<file path="src/design/csf_pkg.sv">
// Shared types and constants for the cluster size filter with label compaction.
package csf_pkg;

  localparam int unsigned LABEL_W      = 8;
  localparam int unsigned CMD_W        = 2;
  localparam int unsigned MIN_PIXELS_W = 21;
  localparam int unsigned APB_ADDR_W   = 3;
  localparam int unsigned APB_DATA_W   = 32;

  localparam logic [MIN_PIXELS_W-1:0] MIN_PIXELS_INIT = MIN_PIXELS_W'(1);
  localparam logic [LABEL_W-1:0]      CLASS_COUNT_INIT = LABEL_W'(0);

  localparam logic REG_MIN_PIXELS  = 1'b0;
  localparam logic REG_CLASS_COUNT = 1'b1;

  typedef enum logic [CMD_W-1:0] {
    CMD_CLEAR   = 2'd0,
    CMD_COUNT   = 2'd1,
    CMD_BUILD   = 2'd2,
    CMD_RELABEL = 2'd3
  } cmd_e;

  typedef enum logic [2:0] {
    ST_IDLE,
    ST_COUNT_WR,
    ST_RELABEL_OUT,
    ST_BUILD_RUN,
    ST_BUILD_DONE
  } back_state_e;

  typedef struct packed {
    cmd_e               cmd;
    logic               cluster;
    logic [LABEL_W-1:0] label;
  } item_t;

endpackage

</file>
<file path="src/design/csf_queue.sv">
// Two-entry queue of classified items between front and back end.
module csf_queue (
  input  logic           clk_i,
  input  logic           rst_ni,
  input  logic           push_i,
  input  csf_pkg::item_t item_i,
  input  logic           pop_i,
  output logic           full_o,
  output logic           valid_o,
  output csf_pkg::item_t item_o
);
  import csf_pkg::*;

  item_t      slot_q [2];
  logic       wr_ptr_q, wr_ptr_d;
  logic       rd_ptr_q, rd_ptr_d;
  logic [1:0] fill_q, fill_d;

  assign full_o  = (fill_q == 2'd2);
  assign valid_o = (fill_q != 2'd0);
  assign item_o  = slot_q[rd_ptr_q];

  always_comb begin
    wr_ptr_d = push_i ? ~wr_ptr_q : wr_ptr_q;
    rd_ptr_d = pop_i ? ~rd_ptr_q : rd_ptr_q;
    fill_d   = fill_q + 2'(push_i) - 2'(pop_i);
  end

  always_ff @(posedge clk_i or negedge rst_ni) begin
    if (!rst_ni) begin
      wr_ptr_q <= 1'b0;
      rd_ptr_q <= 1'b0;
      fill_q   <= 2'd0;
    end else begin
      wr_ptr_q <= wr_ptr_d;
      rd_ptr_q <= rd_ptr_d;
      fill_q   <= fill_d;
    end
  end

  always_ff @(posedge clk_i) begin
    if (push_i) begin
      slot_q[wr_ptr_q] <= item_i;
    end
  end

endmodule

</file>
<file path="config.mk">
export PLATFORM = sky130hd
export DESIGN_NAME = csf_queue
export DESIGN_NICKNAME = d
export VERILOG_FILES = /design/src/design/csf_pkg.sv /design/src/design/csf_queue.sv
export SDC_FILE = /design/constraint.sdc
export NUM_CORES = 1
export LEC_CHECK = 0
export ABC_AREA = 1
export BUFFER_PORTS_ARGS = -buffer_cell sky130_fd_sc_hd__buf_4
export CELL_PAD_IN_SITES_DETAIL_PLACEMENT = 1
export CELL_PAD_IN_SITES_GLOBAL_PLACEMENT = 1
export CORE_ASPECT_RATIO = 0.7
export CORE_MARGIN = 2
export CORE_UTILIZATION = 39
export DETAILED_ROUTE_END_ITERATION = 7
export PLACE_DENSITY = 0.79
export SKIP_CTS_REPAIR_TIMING = 1
export SLEW_MARGIN = 20
export SYNTH_ARGS = -nofsm -noshare
export SYNTH_HDL_FRONTEND = slang
export SYNTH_SLANG_ARGS = --single-unit
</file>
<file path="constraint.sdc">
create_clock -name clk_i -period 1.7 [get_ports clk_i]
set_clock_uncertainty 0.1 [all_clocks]
set_input_delay 0.34 -clock clk_i [delete_from_list [all_inputs] [get_ports clk_i]]
set_output_delay 0.34 -clock clk_i [all_outputs]
set_load 0.1 [all_outputs]
</file>
After elaboration in Yosys (flattened, before gate mapping):

Memory sizes are Yosys's and may differ from the RTL's.
Cells that the tools add are included.

* $add $sub $neg: 2
* equal/unequal tests: 1
* multiplexer cells: 2
* bitwise gates (word level): 2
* reduce and logical (&&, ||, !) cells: 1

Operators with widths (count)
* 2-bit by 1-bit adder with 2-bit output: 1
* 2-bit equality test (second input constant): 1
* 1-bit 2-to-1 mux: 2
* 1-bit inverter: 2
* 2-bit nonzero test: 1
* 2-bit by 1-bit subtractor with 2-bit output: 1

* bits in registers: 4
* RAM bits: 22
* input bits: 15
* output and inout port bits: 13
* word-level logic and storage cells: 12
* memories kept: 1

Memory list
* slot_q: words 2, bits a word 11, read ports 1, clocked after Yosys merged registers in 0, wr ports 1, RTL line csf_queue.sv:14 `item_t slot_q [2];`

Logic depth before layout (Yosys ltp):

* depth in word-level cells: 2
* mapped depth: 7
* gate-level depth less buffers: 7

Worst setup path after synthesis:

No wires, ideal clock.

* kind: reg-to-output
* start: register rd_ptr_q
* end: output port item_o[1] (netlist bit)
* arrival: 2.689 ns
* required time: 1.260 ns
* path slack: -1.429 ns
* cell stages (with the launch flop): 3
* path through: dfrtp_1 -> buf_6 -> o21ai_0

RTL lines
* start: declaration: RTL line csf_queue.sv:16 `logic rd_ptr_q, rd_ptr_d;`
* start signal: assignment: RTL line csf_queue.sv:36 `rd_ptr_q <= rd_ptr_d;`
* end: declaration: RTL line csf_queue.sv:10 `output csf_pkg::item_t item_o`

==> metrics.log <==
[metrics] buffer type at the clock tree root: sky130_fd_sc_hd__clkbuf_8
[metrics] most frequent CP cell: sky130_fd_sc_hd__buf_12
[metrics] num ports: 28
[metrics] Syn-to-layout area delta: 62.2%
[metrics] hpwl dp: 1620 µm
[metrics] violations in the final reports: negative setup slack
[metrics] number of sinks handled by clock tree synthesis: 26
[metrics] critical-path cell list: buf_12 > o21ai_4 > buf_12
[metrics] Most used DFF post-synth: sky130_fd_sc_hd__edfxtp_1
[metrics] core area: 0.00250 mm²
[metrics] outcome: finished with violations
[metrics] share of Yosys cell area claimed by the top area cell type: 63.3%
[metrics] Peak Freq: 0.574 GHz
[metrics] post-synthesis compound-gate area fraction: 6.71%
[metrics] cell area after synthesis: 0.00104 mm²
[metrics] Inserted Clock Buffers: 3
[metrics] overflow left after global routing: 0
[metrics] max-capacitance violation count: 0
[metrics] Clock Latency Late Sink: 0.27 ns
[metrics] path category of the worst min-delay check: in -> reg
[metrics] area leader, netlist: sky130_fd_sc_hd__edfxtp_1
[metrics] main combinational cell family by area after synthesis: buffers and inverters
[metrics] post-route clock period utilization: 102%
[metrics] Slew Limit Headroom: 68.1%
[metrics] remaining routing DRC violations: 0
[metrics] cell family with most CP delay: flip-flops
[metrics] Post-synth EDFFs: 22
[metrics] number of global-route vias before repair: 684
[metrics] flip-flop and latch count after synthesis: 26
[metrics] area of all placed cells without fillers: 0.00169 mm²
[metrics] cell count of the worst reg-to-reg path: 7
[metrics] GPL Wtd Cong: 0.731
[metrics] CP max FO: 6
[metrics] clock period minus final worst setup slack: 1.74 ns
[metrics] reg-to-reg critical path startpoint: fill_q[0]
[metrics] Crit Path Category: reg -> out
[metrics] placed cell count: 145
[metrics] clock-pin slew on the worst setup and hold paths: 0.09 ns
[metrics] largest net degree at the start of global routing: 16
[metrics] final-report max-slew violation count: 0
[metrics] Slowest-stage cell, CP: sky130_fd_sc_hd__dfrtp_2
[metrics] buffers from clock root to sink, at most: 2
[metrics] Starting Density: 41.8%
[metrics] accumulated negative setup slack: -0.0863 ns
[metrics] Setup WS pre-CTS: 0.231 ns
[metrics] setup violation total in the final timing report: 6
[metrics] Synth Area in Simple Gates: 7.67%
[metrics] share of post-route cells with drive strength above 1: 47.9%
[metrics] delay contributed by the slowest stage of the critical path: 0.48 ns
[metrics] total number of placement rows: 15
[metrics] number of antenna violations at the first check in global routing: 0
[metrics] endpoint of the most critical register-to-register path: fill_q[1]
[metrics] total cell area at the placement stage: 0.00133 mm²
[metrics] number of nets produced by synthesis: 99
[metrics] hold endpoint: slot_q[1][4]
[metrics] wire length of the first global-routing pass: 3240 µm
[metrics] average wire length per cell after detail routing: 18.1 µm
[metrics] area of the die: 0.00311 mm²
[metrics] ratio of routed vias to standard cells: 4.61
[metrics] number of warnings reported in the yosys synthesis log: 0
[metrics] post-route insts no fill: 153
[metrics] share of synthesized flip-flops with an asynchronous set or reset: 15.4%
[metrics] Tightest Pin Transition: 0.479 ns
[metrics] reg-to-reg slack, setup: 0.35 ns
[metrics] register area share after synthesis: 72.9%
[metrics] required arrival time at the worst endpoint: 1.26 ns
[metrics] number of nets with antenna violations after detailed routing: 0
[metrics] fraction of synthesized area in multiplexers: 0%
[metrics] most repeated cell in the gate-level netlist after synthesis: sky130_fd_sc_hd__edfxtp_1
[metrics] kind of start point of the critical path: register
[metrics] kind of end point of the critical path: primary output
[metrics] top cells by count, synth: sky130_fd_sc_hd__edfxtp_1, sky130_fd_sc_hd__inv_1, sky130_fd_sc_hd__nand2_1
[metrics] unrepaired setup endpoints after global routing: yes
[metrics] horizontal extent of the die: 65.8 µm
[metrics] initial drt markers: 16
[metrics] count of antenna diodes in the layout: 0
[metrics] Hold Vio Cnt, Final: 0
[metrics] H-Tree Level Count: 1
[metrics] Vias: 705
[metrics] worst setup slack after layout: -0.0414 ns
[metrics] Post-layout nets: 137
[metrics] number of search-and-repair iterations in the first detailed-routing pass: 4
[metrics] syn_area_per_cell: 12.7 µm²
[metrics] die height: 47.3 µm
[metrics] total global routing track utilization: 15.2%
[metrics] CTS tree: built
[metrics] adder-cell area share of the yosys netlist: 2.40%
[metrics] Arr. time, crit path: 1.30 ns
[metrics] cells taking the most area after synthesis: sky130_fd_sc_hd__edfxtp_1, sky130_fd_sc_hd__dfrtp_1, sky130_fd_sc_hd__inv_1
[metrics] number of distinct library cell variants in the gate-level netlist after synthesis: 11
[metrics] Total Wirelength: 2780 µm
[metrics] Worst Hold Launch: item_i[4]
[metrics] count of buffering cells on the critical path with inverters included: 2
[metrics] count of input and output buffers: 27
[metrics] number of instances in the synthesized netlist: 82
[metrics] area share of xor/xnor cells in the synthesized design: 1.68%
[metrics] hold path depth: 1
-- state kept, by name (all words and copies together), names as in the netlist --
signal	flops
fill_q	2
rd_ptr_q	1
slot_q	22
wr_ptr_q	1
-- final cells by class --
type	count	area, µm²
Clock inverter	1	30.0
Sequential cell	26	762
Tap cell	34	42.5
Timing Repair Buffer	35	430
Multi-Input combinational cell	36	319
Clock buffer	3	41.3
Fill cell	225	803
Inverter	18	67.6
-- logic make-up (layout without fill, tap and decap cells) --
family / Yosys count / in the layout
xor gates and xnor gates: 2 / 2
DFF: 26 / 26
and+or+nand+nor: 21 / 21
AOI/OAI and AO/OA: 11 / 11
adders and majority gates: 2 / 2
buffers and inverters: 20 / 57
-- cell usage in the layout, fill, tap and decap left out --
cell | Yosys | routed
sky130_fd_sc_hd__buf_8 | 0 | 1
sky130_fd_sc_hd__edfxtp_1 | 22 | 22
sky130_fd_sc_hd__buf_12 | 0 | 12
sky130_fd_sc_hd__nand2_1 | 18 | 12
sky130_fd_sc_hd__clkbuf_8 | 0 | 3
sky130_fd_sc_hd__nor2_2 | 0 | 1
sky130_fd_sc_hd__inv_1 | 18 | 18
sky130_fd_sc_hd__dfrtp_2 | 0 | 1
sky130_fd_sc_hd__nand2_2 | 0 | 6
sky130_fd_sc_hd__nand3_1 | 1 | 1
sky130_fd_sc_hd__o21ai_4 | 0 | 11
sky130_fd_sc_hd__dlygate4sd3_1 | 0 | 1
sky130_fd_sc_hd__bufinv_16 | 0 | 1
sky130_fd_sc_hd__nor2_1 | 2 | 1
sky130_fd_sc_hd__buf_6 | 2 | 2
sky130_fd_sc_hd__buf_4 | 0 | 19
sky130_fd_sc_hd__xor2_1 | 2 | 2
sky130_fd_sc_hd__ha_1 | 2 | 2
sky130_fd_sc_hd__dfrtp_1 | 4 | 3
-- how the worst max path moves through the flow --
| stage | start | end | slack, ns | cells after the start |
|---|---|---|---|---|
| detailed placement | rd_ptr_q | item_o[7] | 0.23 | 3 |
| finish | rd_ptr_q | item_o[6] | -0.04 | 3 |
| global route | rd_ptr_q | item_o[6] | -0.06 | 3 |
| CTS | rd_ptr_q | item_o[7] | -0.09 | 3 |
| global placement | rd_ptr_q | item_o[7] | 0.26 | 3 |
| floorplan | rd_ptr_q | item_o[1] | -0.19 | 2 |
-- routing by layer --
layer	routed length [µm]	GRT usage (%)	up-vias
met3	151	6.00	6
met4	59	2.50	0
met2	1580	30.1	24
met1	986	15.9	340
li1	-	-	335
met5	0	0	-
-- per-stage QoR --
step           util (%)  hold WS (ns)
2_1_floorplan         -       -0.0556
3_3_place_gp       53.1        0.0424
3_5_place_dp       53.1        0.0461
4_1_cts            55.9        -0.255
5_1_grt            67.8         0.129
6_report           67.8         0.140
Power is left out: the tool's default activity adds up to more than one toggle a clock period on the data nets, which glitch-free logic cannot reach.
